===== config.mk =====
export PLATFORM = sky130hd
export DESIGN_NAME = ber_tlv_header_parser
export DESIGN_NICKNAME = d
export VERILOG_FILES = /design/src/hw/rtl/bthp_pkg.sv /design/src/hw/rtl/ber_tlv_header_parser.sv /design/src/hw/rtl/bthp_in_stage.sv /design/src/hw/rtl/bthp_decoder.sv /design/src/hw/rtl/bthp_out_stage.sv
export SDC_FILE = /design/constraint.sdc
export NUM_CORES = 1
export LEC_CHECK = 0
export ABC_CLOCK_PERIOD_IN_PS = 7000
export BUFFER_PORTS_ARGS = -buffer_cell sky130_fd_sc_hd__buf_2
export CAP_MARGIN = 20
export CORE_MARGIN = 5
export CORE_UTILIZATION = 52
export DETAILED_ROUTE_END_ITERATION = 6
export GPL_TIMING_DRIVEN = 1
export PLACE_DENSITY = 0.8
export SLEW_MARGIN = 20
export SYNTH_ARGS = -nofsm -noshare
export SYNTH_HDL_FRONTEND = slang
export SYNTH_SLANG_ARGS = --single-unit

===== constraint.sdc =====
create_clock -name clk -period 7 [get_ports clk]
set_clock_uncertainty 0.15 [all_clocks]
set_input_delay 0.7 -clock clk [delete_from_list [all_inputs] [get_ports clk]]
set_output_delay 0.7 -clock clk [all_outputs]
set_load 0.01 [all_outputs]

===== src/hw/rtl/bthp_pkg.sv =====
// Shared types and constants of the BER TLV header parser.
package bthp_pkg;

	// Default upper limit on long-form length bytes
	localparam int DEF_MAX_FIELD_BYTES = 4;

	// Identifier bytes that fit in the packed tag
	localparam int TAG_MAX_BYTES = 4;

	// Low five identifier bits all set: long-form tag follows
	localparam logic [4:0] TAG_LONG_FORM = 5'h1f;

	// Length byte that opens an indefinite length
	localparam logic [7:0] LEN_INDEFINITE = 8'h80;

	// Count of long-form length bytes in a length octet
	localparam logic [7:0] LEN_COUNT_MASK = 8'h7f;

	typedef enum logic [1:0] {
		PH_IDLE = 2'd0,
		PH_TAG  = 2'd1,
		PH_LEN  = 2'd2,
		PH_LONG = 2'd3
	} phase_t;

	typedef enum logic [2:0] {
		ST_OK       = 3'd0,
		ST_INDEF    = 3'd1,
		ST_TAG_LONG = 3'd2,
		ST_LEN_LONG = 3'd3,
		ST_OVERFLOW = 3'd4
	} status_t;

	// One accepted input byte
	typedef struct packed {
		logic [7:0] byte_in;
		logic       start_header;
	} in_item_t;

	// One decoded header
	typedef struct packed {
		status_t     status;
		logic [31:0] tag_value;
		logic [31:0] content_length;
		logic [3:0]  header_bytes;
		logic [31:0] total_length;
	} result_t;

endpackage


===== src/hw/rtl/ber_tlv_header_parser.sv =====
// Top level of the BER TLV header parser.
//
// Bytes of a BER encoded element enter on the input channel (byte_in,
// start_header, in_valid/in_ready), one per transaction. The parser decodes
// the identifier (short or long form, up to four bytes packed first byte
// high) and the length (short, indefinite or long form of up to
// MAX_FIELD_BYTES bytes) and gives one result per header on the output
// channel (status, tag_value, content_length, header_bytes, total_length,
// out_valid/out_ready). Bytes that do not finish a header give no result.
// start_header set on a byte drops any partial header.
// Throughput is one byte per cycle unless the receiver stalls. A byte is
// registered on acceptance, decoded against the parse state once the result
// register is free or draining, and its result is registered.
// When the receiver stalls, the result register holds, the input register
// fills and in_ready drops; no byte is lost.
// Reset clears both valid flags and returns the parser to waiting for the
// first identifier byte.
module ber_tlv_header_parser #(
	parameter int MAX_FIELD_BYTES = bthp_pkg::DEF_MAX_FIELD_BYTES
) (
	input  logic              clk,
	input  logic              arst_n,
	input  logic              in_valid,
	output logic              in_ready,
	input  logic [7:0]        byte_in,
	input  logic              start_header,
	output logic              out_valid,
	input  logic              out_ready,
	output bthp_pkg::status_t status,
	output logic [31:0]       tag_value,
	output logic [31:0]       content_length,
	output logic [3:0]        header_bytes,
	output logic [31:0]       total_length
);
	import bthp_pkg::*;

	in_item_t in_item;
	in_item_t item_s1;
	logic     valid_s1;
	logic     advance;
	logic     res_valid;
	result_t  res;
	result_t  out_res;

	assign in_item.byte_in      = byte_in;
	assign in_item.start_header = start_header;

	// Process the held byte once the result slot is free or draining
	assign advance = valid_s1 && (!out_valid || out_ready);

	bthp_in_stage u_in_stage (
		.clk      (clk),
		.arst_n   (arst_n),
		.in_valid (in_valid),
		.in_ready (in_ready),
		.in_item  (in_item),
		.advance  (advance),
		.valid_s1 (valid_s1),
		.item_s1  (item_s1)
	);

	bthp_decoder #(
		.MAX_FIELD_BYTES (MAX_FIELD_BYTES)
	) u_decoder (
		.clk       (clk),
		.arst_n    (arst_n),
		.advance   (advance),
		.item_s1   (item_s1),
		.res_valid (res_valid),
		.res       (res)
	);

	bthp_out_stage u_out_stage (
		.clk       (clk),
		.arst_n    (arst_n),
		.res_valid (res_valid),
		.res       (res),
		.out_valid (out_valid),
		.out_ready (out_ready),
		.out_res   (out_res)
	);

	assign status         = out_res.status;
	assign tag_value      = out_res.tag_value;
	assign content_length = out_res.content_length;
	assign header_bytes   = out_res.header_bytes;
	assign total_length   = out_res.total_length;

endmodule


===== src/hw/rtl/bthp_in_stage.sv =====
// Input register of the BER TLV header parser.
module bthp_in_stage (
	input  logic              clk,
	input  logic              arst_n,
	input  logic              in_valid,
	output logic              in_ready,
	input  bthp_pkg::in_item_t in_item,
	input  logic              advance,
	output logic              valid_s1,
	output bthp_pkg::in_item_t item_s1
);
	import bthp_pkg::*;

	// Take a new transaction when empty or when the held one moves on
	assign in_ready = !valid_s1 || advance;

	// Hold the valid flag
	always_ff @(posedge clk or negedge arst_n) begin
		if (!arst_n) begin
			valid_s1 <= 1'b0;
		end else if (in_valid && in_ready) begin
			valid_s1 <= 1'b1;
		end else if (advance) begin
			valid_s1 <= 1'b0;
		end
	end

	// Capture the payload
	always_ff @(posedge clk) begin
		if (in_valid && in_ready) begin
			item_s1 <= in_item;
		end
	end

endmodule


===== src/hw/rtl/bthp_decoder.sv =====
// Header parse state and per-byte decode logic of the BER TLV header parser.
module bthp_decoder #(
	parameter int MAX_FIELD_BYTES = bthp_pkg::DEF_MAX_FIELD_BYTES
) (
	input  logic               clk,
	input  logic               arst_n,
	input  logic               advance,
	input  bthp_pkg::in_item_t item_s1,
	output logic               res_valid,
	output bthp_pkg::result_t  res
);
	import bthp_pkg::*;

	localparam int LW = $clog2(MAX_FIELD_BYTES + 1);

	phase_t      phase_q, phase_n, phase_eff;
	logic [31:0] tag_q, tag_n;
	logic [2:0]  tag_cnt_q, tag_cnt_n;
	logic [31:0] len_q, len_n;
	logic [LW-1:0] left_q, left_n;
	logic [3:0]  hdr_q, hdr_n;
	logic        wide_q, wide_n;

	logic        emit;
	status_t     emit_status;
	logic [31:0] emit_content;
	logic [31:0] emit_total;
	logic        fin;
	logic [31:0] fin_content;
	logic [32:0] fin_sum;
	logic [7:0]  b;

	assign b = item_s1.byte_in;

	// Advance the parse state on each processed byte
	always_ff @(posedge clk or negedge arst_n) begin
		if (!arst_n) begin
			phase_q   <= PH_IDLE;
			tag_q     <= '0;
			tag_cnt_q <= '0;
			len_q     <= '0;
			left_q    <= '0;
			hdr_q     <= '0;
			wide_q    <= 1'b0;
		end else if (advance) begin
			phase_q   <= phase_n;
			tag_q     <= tag_n;
			tag_cnt_q <= tag_cnt_n;
			len_q     <= len_n;
			left_q    <= left_n;
			hdr_q     <= hdr_n;
			wide_q    <= wide_n;
		end
	end

	// Decode one byte: next state and any finished header
	always_comb begin
		phase_eff    = item_s1.start_header ? PH_IDLE : phase_q;
		phase_n      = phase_q;
		tag_n        = tag_q;
		tag_cnt_n    = tag_cnt_q;
		len_n        = len_q;
		left_n       = left_q;
		hdr_n        = hdr_q;
		wide_n       = wide_q;
		emit         = 1'b0;
		emit_status  = ST_OK;
		emit_content = '0;
		emit_total   = '0;
		fin          = 1'b0;
		fin_content  = '0;

		case (phase_eff)
			PH_IDLE: begin
				tag_n     = {b, 24'h0};
				tag_cnt_n = 3'd1;
				hdr_n     = 4'd1;
				len_n     = '0;
				left_n    = '0;
				wide_n    = 1'b0;
				phase_n   = (b[4:0] == TAG_LONG_FORM) ? PH_TAG : PH_LEN;
			end
			PH_TAG: begin
				case (tag_cnt_q)
					3'd1: tag_n[23:16] = tag_q[23:16] | b;
					3'd2: tag_n[15:8]  = tag_q[15:8] | b;
					3'd3: tag_n[7:0]   = tag_q[7:0] | b;
					default: tag_n = tag_q;
				endcase
				tag_cnt_n = tag_cnt_q + 3'd1;
				hdr_n     = hdr_q + 4'd1;
				if (!b[7]) begin
					phase_n = PH_LEN;
				end else if (tag_cnt_n >= 3'(TAG_MAX_BYTES)) begin
					emit        = 1'b1;
					emit_status = ST_TAG_LONG;
				end
			end
			PH_LEN: begin
				hdr_n = hdr_q + 4'd1;
				if (!b[7]) begin
					fin         = 1'b1;
					fin_content = {24'h0, b};
				end else if (b == LEN_INDEFINITE) begin
					emit        = 1'b1;
					emit_status = ST_INDEF;
					emit_total  = {28'h0, hdr_n};
				end else if ((b & LEN_COUNT_MASK) > 8'(MAX_FIELD_BYTES)) begin
					emit        = 1'b1;
					emit_status = ST_LEN_LONG;
				end else begin
					len_n   = '0;
					left_n  = b[LW-1:0];
					wide_n  = 1'b0;
					phase_n = PH_LONG;
				end
			end
			PH_LONG: begin
				hdr_n  = hdr_q + 4'd1;
				wide_n = wide_q || (len_q[31:24] != 8'h0);
				len_n  = {len_q[23:0], b};
				if (left_q != '0) begin
					left_n = left_q - LW'(1);
				end
				if (left_n == '0) begin
					if (wide_n) begin
						emit        = 1'b1;
						emit_status = ST_LEN_LONG;
					end else begin
						fin         = 1'b1;
						fin_content = len_n;
					end
				end
			end
			default: begin
				phase_n = PH_IDLE;
			end
		endcase

		// Add header bytes to the content length, saturate on carry
		fin_sum = {1'b0, fin_content} + {29'h0, hdr_n};
		if (fin) begin
			emit         = 1'b1;
			emit_content = fin_content;
			if (fin_sum[32]) begin
				emit_status = ST_OVERFLOW;
				emit_total  = '1;
			end else begin
				emit_status = ST_OK;
				emit_total  = fin_sum[31:0];
			end
		end

		// A finished header returns the parser to idle
		if (emit) begin
			phase_n = PH_IDLE;
		end
	end

	assign res_valid          = advance && emit;
	assign res.status         = emit_status;
	assign res.tag_value      = tag_n;
	assign res.content_length = emit_content;
	assign res.header_bytes   = hdr_n;
	assign res.total_length   = emit_total;

endmodule


===== src/hw/rtl/bthp_out_stage.sv =====
// Result register of the BER TLV header parser.
module bthp_out_stage (
	input  logic              clk,
	input  logic              arst_n,
	input  logic              res_valid,
	input  bthp_pkg::result_t res,
	output logic              out_valid,
	input  logic              out_ready,
	output bthp_pkg::result_t out_res
);
	import bthp_pkg::*;

	// Hold the valid flag until the transaction is taken
	always_ff @(posedge clk or negedge arst_n) begin
		if (!arst_n) begin
			out_valid <= 1'b0;
		end else if (res_valid) begin
			out_valid <= 1'b1;
		end else if (out_ready) begin
			out_valid <= 1'b0;
		end
	end

	// Load a fresh result
	always_ff @(posedge clk) begin
		if (res_valid) begin
			out_res <= res;
		end
	end

endmodule


==> results of run 1 <==
==> stage by stage <==
stage          hold WS (ns)  instance area, um^2  total power, uW  worst slack [ns]  cells
2_1_floorplan        0.2544                 8568             1672             1.656    812
3_5_place_dp         0.3137                 9305             1809             1.851   1108
3_3_place_gp         0.3073                 9305             1790             2.048   1108
6_report             0.1560                 9892             2734             1.699   1140
4_1_cts              0.2782                 9882             2738             1.742   1140
5_1_grt              0.2117                 9892             2854             1.250   1140
==> power breakdown <==
group,switching [uW],internal [uW]
clock network,417,524
registers,58.3,1290
logic,303,141
total,778,1960
==> registers in the layout (all words and copies together) (netlist names) <==
register and flops:
u_out_stage.out_res 103, u_decoder.len_q 32, u_decoder.tag_q 32, u_in_stage.item_s1 9
u_decoder.hdr_q 4, u_decoder.left_q 3, u_decoder.tag_cnt_q 3, u_decoder.phase_q 2
u_decoder.wide_q 1, u_in_stage.valid_s1 1, u_out_stage.out_valid 1
==> cells in the mapped netlist, drive strengths merged, types with 2 or more instances <==
cell     count  area, um^2
nand3       16       80.08
nor4        10       62.56
edfxtp     112        3363
and3        19       118.9
a211oi       5       37.54
nor2        46       172.7
a22o         8       70.07
nand2b       9       56.30
xnor2       18       157.7
or4          2       18.77
a21oi       32       160.2
o21ai       54       270.3
nor3        11       60.06
o31ai        2       15.01
nor3b        3       22.52
mux2         3       33.78
nand2      212       795.8
dfrtp       79        1977
nor2b        4       25.02
o211ai       3       22.52
clkbuf      44       166.4
and2        17       106.4
a22oi        5       37.54
nand3b       2       15.01
buf          4       17.52
xor2         8       70.07
ha          17       212.7
inv         26       97.59
o2bb2ai      2       17.52
mux2i        2       20.02
or3          5       31.28
nand4       12       75.07
a21o         3       22.52
==> cell families (layout without fill, tap and decap cells) <==
family	Yosys count	after routing	share of synthesized area, %
buffers and inverters	74	182	3.286
AND/OR/NAND/NOR	373	373	19.68
adder cells (fa/ha/maj)	18	18	2.717
multiplexers	5	5	0.6281
AO/OA/AOI/OAI	125	125	8.692
flip-flops	191	191	62.34
XOR/XNOR	26	26	2.659
==> worst max-delay path, stage by stage (launching register included) <==
cell and delay [ns]:
dfrtp_1 0.43, inv_1 0.11, ha_1 0.17, inv_1 0.05
ha_1 0.22, nor4b_1 0.51, o2111a_1 0.28, buf_4 0.20
nand2_1 0.29, nand2_1 0.52, and2_1 0.21, ha_1 0.20
fa_1 0.23, a21o_1 0.12, a21o_1 0.21, nand4_1 0.25
nor3_2 0.44, nand4_1 0.13, buf_4 0.25, a21oi_1 0.14
==> final cells by class <==
type,count,share of cell area (%)
sequential,191,53.98
multi-input combinational,547,29.86
timing repair buffer,124,6.552
clock buffer,22,4.794
tap,220,2.783
clock inverter,10,1.037
inverter,26,0.9866
==> cell usage in the layout (no fill, tap or decap), drive strengths merged, types with 16 or more instances in the layout <==
master,count
dfrtp,79
ha,17
a21oi,32
clkbuf,22
inv,30
edfxtp,112
xnor2,18
buf,124
and3,19
nor2,46
nand2,212
nand3,16
and2,17
o21ai,54
==> per-layer routing <==
metal	share of wire [%]	track usage, %
met1	43	27.62
met2	47	31.76
met3	7.9	5.628
met4	2.7	7.540
met5	0	0
==> path summary, 6_finish.rpt <==
check / end / cells past startpoint
min reg2reg: u_decoder.tag_q[19] / 2
max: u_out_stage.out_res[5] / 19
min: u_decoder.tag_q[27] / 1
max reg2reg: u_out_stage.out_res[5] / 19
min in group clk: u_in_stage.item_s1[5] / 1
max in group asynchronous: u_decoder.len_q[24] / 1
==> impl_metrics.py, run 1 <==
metrics = {
    "outcome": {
        "status": "finished clean",
    },
    "sta": {
        "fin_crit_ns": 5.301,
        "finalCritPeriodShare_pct": 75.73,
        "finalSetupViolations": 0,
        "relSlewSlack_pct": 44.61,
        "tns_ns": 0,
        "fmax_ghz": 0.1887,
        "hold_violations": 0,
        "rsz0062_at_grt": "false",
        "slew_violations": 0,
        "worst_slew_pin_slew_ns": 0.8099,
    },
    "setup_path": {
        "crit_required_ns": 7.13,
        "critical_path.endpoint_type": "flop",
        "cp-start-kind": "flop",
        "crit_path_max_fanout": 29,
        "worstReg2RegStart": "u_decoder.left_q[0]",
        "critPathArrivalTime_ns": 5.43,
        "r2r_slack_ns": 1.70,
        "critical_path_class": "flop to flop",
        "crit_path_start": "u_decoder.left_q[0]",
    },
    "place": {
        "portBuffers": 117,
        "gp_congestion": 0.8556,
        "dp_hpwl_um": 12650,
    },
    "cells_and_area": {
        "drive_gt1_share_pct": 17.61,
        "multi_input_area_um2": 2954,
        "area_delta_synth_final_pct": 15.48,
        "regArea_um2": 5340,
        "utilization_pct": 60.51,
        "nNetsFinal": 938,
        "diodes": 0,
        "num-fill-cells": 1331,
    },
    "clock_network": {
        "clk_pin_slew_ns": 0.07,
        "clock-root-buffer": "clkbuf_16",
        "clock_path_buffers": 2,
        "cts_resized": 0,
        "clock_sink_count": 191,
        "cts_hold_buf": 0,
        "cts_made_buffers": 17,
        "cts_tree": "done",
        "htreeDepth": 4,
        "cts_setup_buffers": 0,
        "worstSkewPairLatency_ns": 0.44,
    },
    "yosys": {
        "syn_inst": 812,
        "yosysWarnings": 0,
        "ys.flop_type": "edfxtp_1",
        "seq_area_frac_synth_pct": 62.34,
        "synth_area_um2": 8566,
        "synth_cell_types": 55,
        "synth_seq_cells": 191,
        "syn_area_per_cell_um2": 10.55,
        "async_flop_share_pct": 41.36,
        "synth_fp_nets": 843,
        "synth-edff-count": 112,
    },
    "drt": {
        "wirelength_um": 19340,
        "drtPass1Iterations": 5,
        "drc": 0,
        "avgRoutedWirePerCell_um": 16.96,
        "antenna_left": 0,
        "drtIter0Drc": 604,
        "vias_per_cell": 5.629,
        "vias": 6417,
    },
    "power": {
        "leakage_uw": 0.004286,
        "vdd_drop_max_mv": 0.1807,
        "power_density_nw_per_um2": 276.4,
    },
    "job": {
        "drv_cap": 0,
    },
    "grt": {
        "grt_pass1_wl_um": 31910,
        "antenna_found_initial": 0,
        "grt_pass1_vias": 6229,
        "grtUsageTotal_pct": 20.39,
        "overflow": 0,
        "grt_max_degree": 94,
    },
    "die": {
        "core-area_um2": 16350,
        "start_util_pct": 52.40,
        "num_rows": 47,
        "fp.dieW_um": 138.3,
        "dieHeight_um": 138.3,
        "die_area_um2": 19140,
        "design.portCount": 118,
    },
    "hold_path": {
        "hold_path_class": "input port to async pin",
    },
}
Note: power is estimated with default switching activity, not from simulation.
==> run 2: changes to the inputs <==
- ABC_CLOCK_PERIOD_IN_PS: 7000 -> 4650
- clock period: 7 -> 4.65 ns (I/O delays scaled with it)
==> impl_metrics.py, run 2 (same netlist as run 1, synthesis figures left out) <==
metrics = {
    "outcome": {
        "status": "finished, violations left",
        "violations": "DRC",
    },
    "die": {
        "core-area_um2": 16350,
        "fp.dieW_um": 138.3,
        "num_rows": 47,
        "die_area_um2": 19140,
        "dieHeight_um": 138.3,
        "design.portCount": 118,
        "start_util_pct": 52.40,
    },
    "grt": {
        "antenna_found_initial": 0,
        "grt_max_degree": 80,
        "overflow": 0,
        "grt_pass1_wl_um": 32960,
        "grtUsageTotal_pct": 21.19,
        "grt_pass1_vias": 6328,
    },
    "cells_and_area": {
        "final_common_cell": "nand2_1",
        "diodes": 0,
        "largest_reg_flops": 103,
        "nNetsFinal": 947,
        "instances_no_fill": 1149,
        "drive_gt1_share_pct": 18.62,
        "layout_common_cells": "212 x nand2_1, 116 x buf_2, 112 x edfxtp_1",
        "top_register": "u_out_stage.out_res",
        "top_regs": "u_out_stage.out_res: 103 flops, u_decoder.len_q: 32 flops, u_decoder.tag_q: 32 flops",
        "area_delta_synth_final_pct": 17.31,
    },
    "clock_network": {
        "clock-root-buffer": "clkbuf_16",
        "clk_pin_slew_ns": 0.07,
        "htreeDepth": 4,
        "cts_setup_buffers": 0,
        "cts_tree": "done",
        "clock_path_buffers": 2,
        "cts_made_buffers": 17,
        "clock_sink_count": 191,
        "worstSkewPairLatency_ns": 0.44,
    },
    "sta": {
        "rsz0062_at_grt": "false",
        "finalSetupViolations": 0,
        "slew_violations": 0,
        "worst_slew_pin_slew_ns": 0.9174,
        "fmax_ghz": 0.2285,
        "tns_ns": 0,
        "fin_crit_ns": 4.376,
        "hold_violations": 0,
        "finalCritPeriodShare_pct": 94.10,
        "relSlewSlack_pct": 37.26,
    },
    "drt": {
        "vias": 6368,
        "vias_per_cell": 5.542,
        "dr_wl_met3_um": 1643,
        "antenna_left": 0,
        "avgRoutedWirePerCell_um": 17.22,
        "routed.top_layer": "met4",
        "drtIter0Drc": 603,
        "wirelength_um": 19790,
        "wl_met2_um": 9465,
        "drc": 15,
        "wl_met1_um": 8245,
        "drtPass1Iterations": 7,
    },
    "setup_path": {
        "cp-start-kind": "flop",
        "critPathArrivalTime_ns": 4.37,
        "r2r_cells": 18,
        "critical_path.endpoint_type": "flop",
        "crit_path_max_fanout": 29,
        "crit_required_ns": 4.65,
        "critical_path_class": "flop to flop",
    },
    "place": {
        "placed_cells": 1116,
        "portBuffers": 117,
        "dp_hpwl_um": 12820,
        "gp_congestion": 0.8639,
    },
    "hold_path": {
        "min_path_cells": 1,
        "hold_path_class": "input port to flop",
    },
    "power": {
        "vdd_drop_max_mv": 0.3310,
        "leakage_uw": 0.004388,
        "power_density_nw_per_um2": 425.7,
    },
    "job": {
        "drv_cap": 0,
    },
}
run 2: cell count changes in the layout (fill, tap and decap cells not counted), sizes merged:
cell	before	now
bufinv	1	2
dlygate4sd3	0	1
buf	124	132
clkinv	3	2
clkinvlp	2	0
clkbuf	22	20
inv	30	34
run 2: power by group:
group | total (uW) | switching (uW) | internal, uW | leakage [uW]
Clock | 1550 | 674 | 877 | 0.000315
Combinational | 699 | 476 | 223 | 0.00194
Sequential | 2030 | 85.7 | 1940 | 0.00213
run 2: final timing paths:
check,from,to,slack [ns]
min in group asynchronous,arst_n,u_decoder.tag_q[25],0.47
setup / recovery,u_decoder.left_q[0],u_out_stage.out_res[15],0.27
setup reg to reg,u_decoder.left_q[0],u_out_stage.out_res[15],0.27
hold / removal,byte_in[5],u_in_stage.item_s1[6],0.04
hold reg to reg,u_decoder.tag_q[17],u_decoder.tag_q[17],0.33
max in group asynchronous,arst_n,u_decoder.len_q[18],3.38
run 2: area by class of cell:
type	count	area [um^2]
fill	1311	6300
timing repair buffer	133	730.7
inverter	26	97.59
tap	220	275.3
sequential	191	5340
multi-input combinational	547	2967
clock buffer	20	478.0
clock inverter	12	160.2
run 2: per-layer routing:
| layer | track usage (%) | vias to the layer above |
|---|---|---|
| met5 | 0 | - |
| met4 | 7.176 | 0 |
| met3 | 5.732 | 42 |
| met2 | 34.04 | 297 |
| met1 | 28.15 | 3019 |
| li1 | - | 3010 |
run 2: metrics by stage:
stage	setup WS (ns)	area, um^2	total power, uW	hold slack [ns]	util, %
final	0.2742	10050	4278	0.04288	61.46
after global routing	0.003880	10050	4468	0.03450	61.46
after CTS	0.2142	10020	4286	0.03443	61.27
after detailed placement	0.2505	9378	2741	0.3131	57.36
after global placement	0.3779	9378	2712	0.3077	57.36
after floorplan	0.2984	8573	2516	0.01941	-
run 2: what timing repair did:
item | in CTS | in global routing
hold buffers | 0 | 1
gates resized for setup | 0 | 3
setup endpoints to repair | 0 | 31
endpoints found under the hold margin | 0 | 79
run 2: worst max-delay path: stages (launching register included):
cell and delay (ns):
dfrtp_1 0.44, inv_1 0.09, ha_1 0.22, inv_1 0.06, ha_1 0.22, and4bb_2 0.28, o2111a_1 0.25, nand2_1 0.09
nand2_1 0.16, and2_1 0.21, ha_1 0.22, fa_1 0.43, a21o_1 0.19, a21o_1 0.24, nand4_1 0.27, nor3_4 0.11
nand4_1 0.10, buf_6 0.22, o21ai_0 0.13
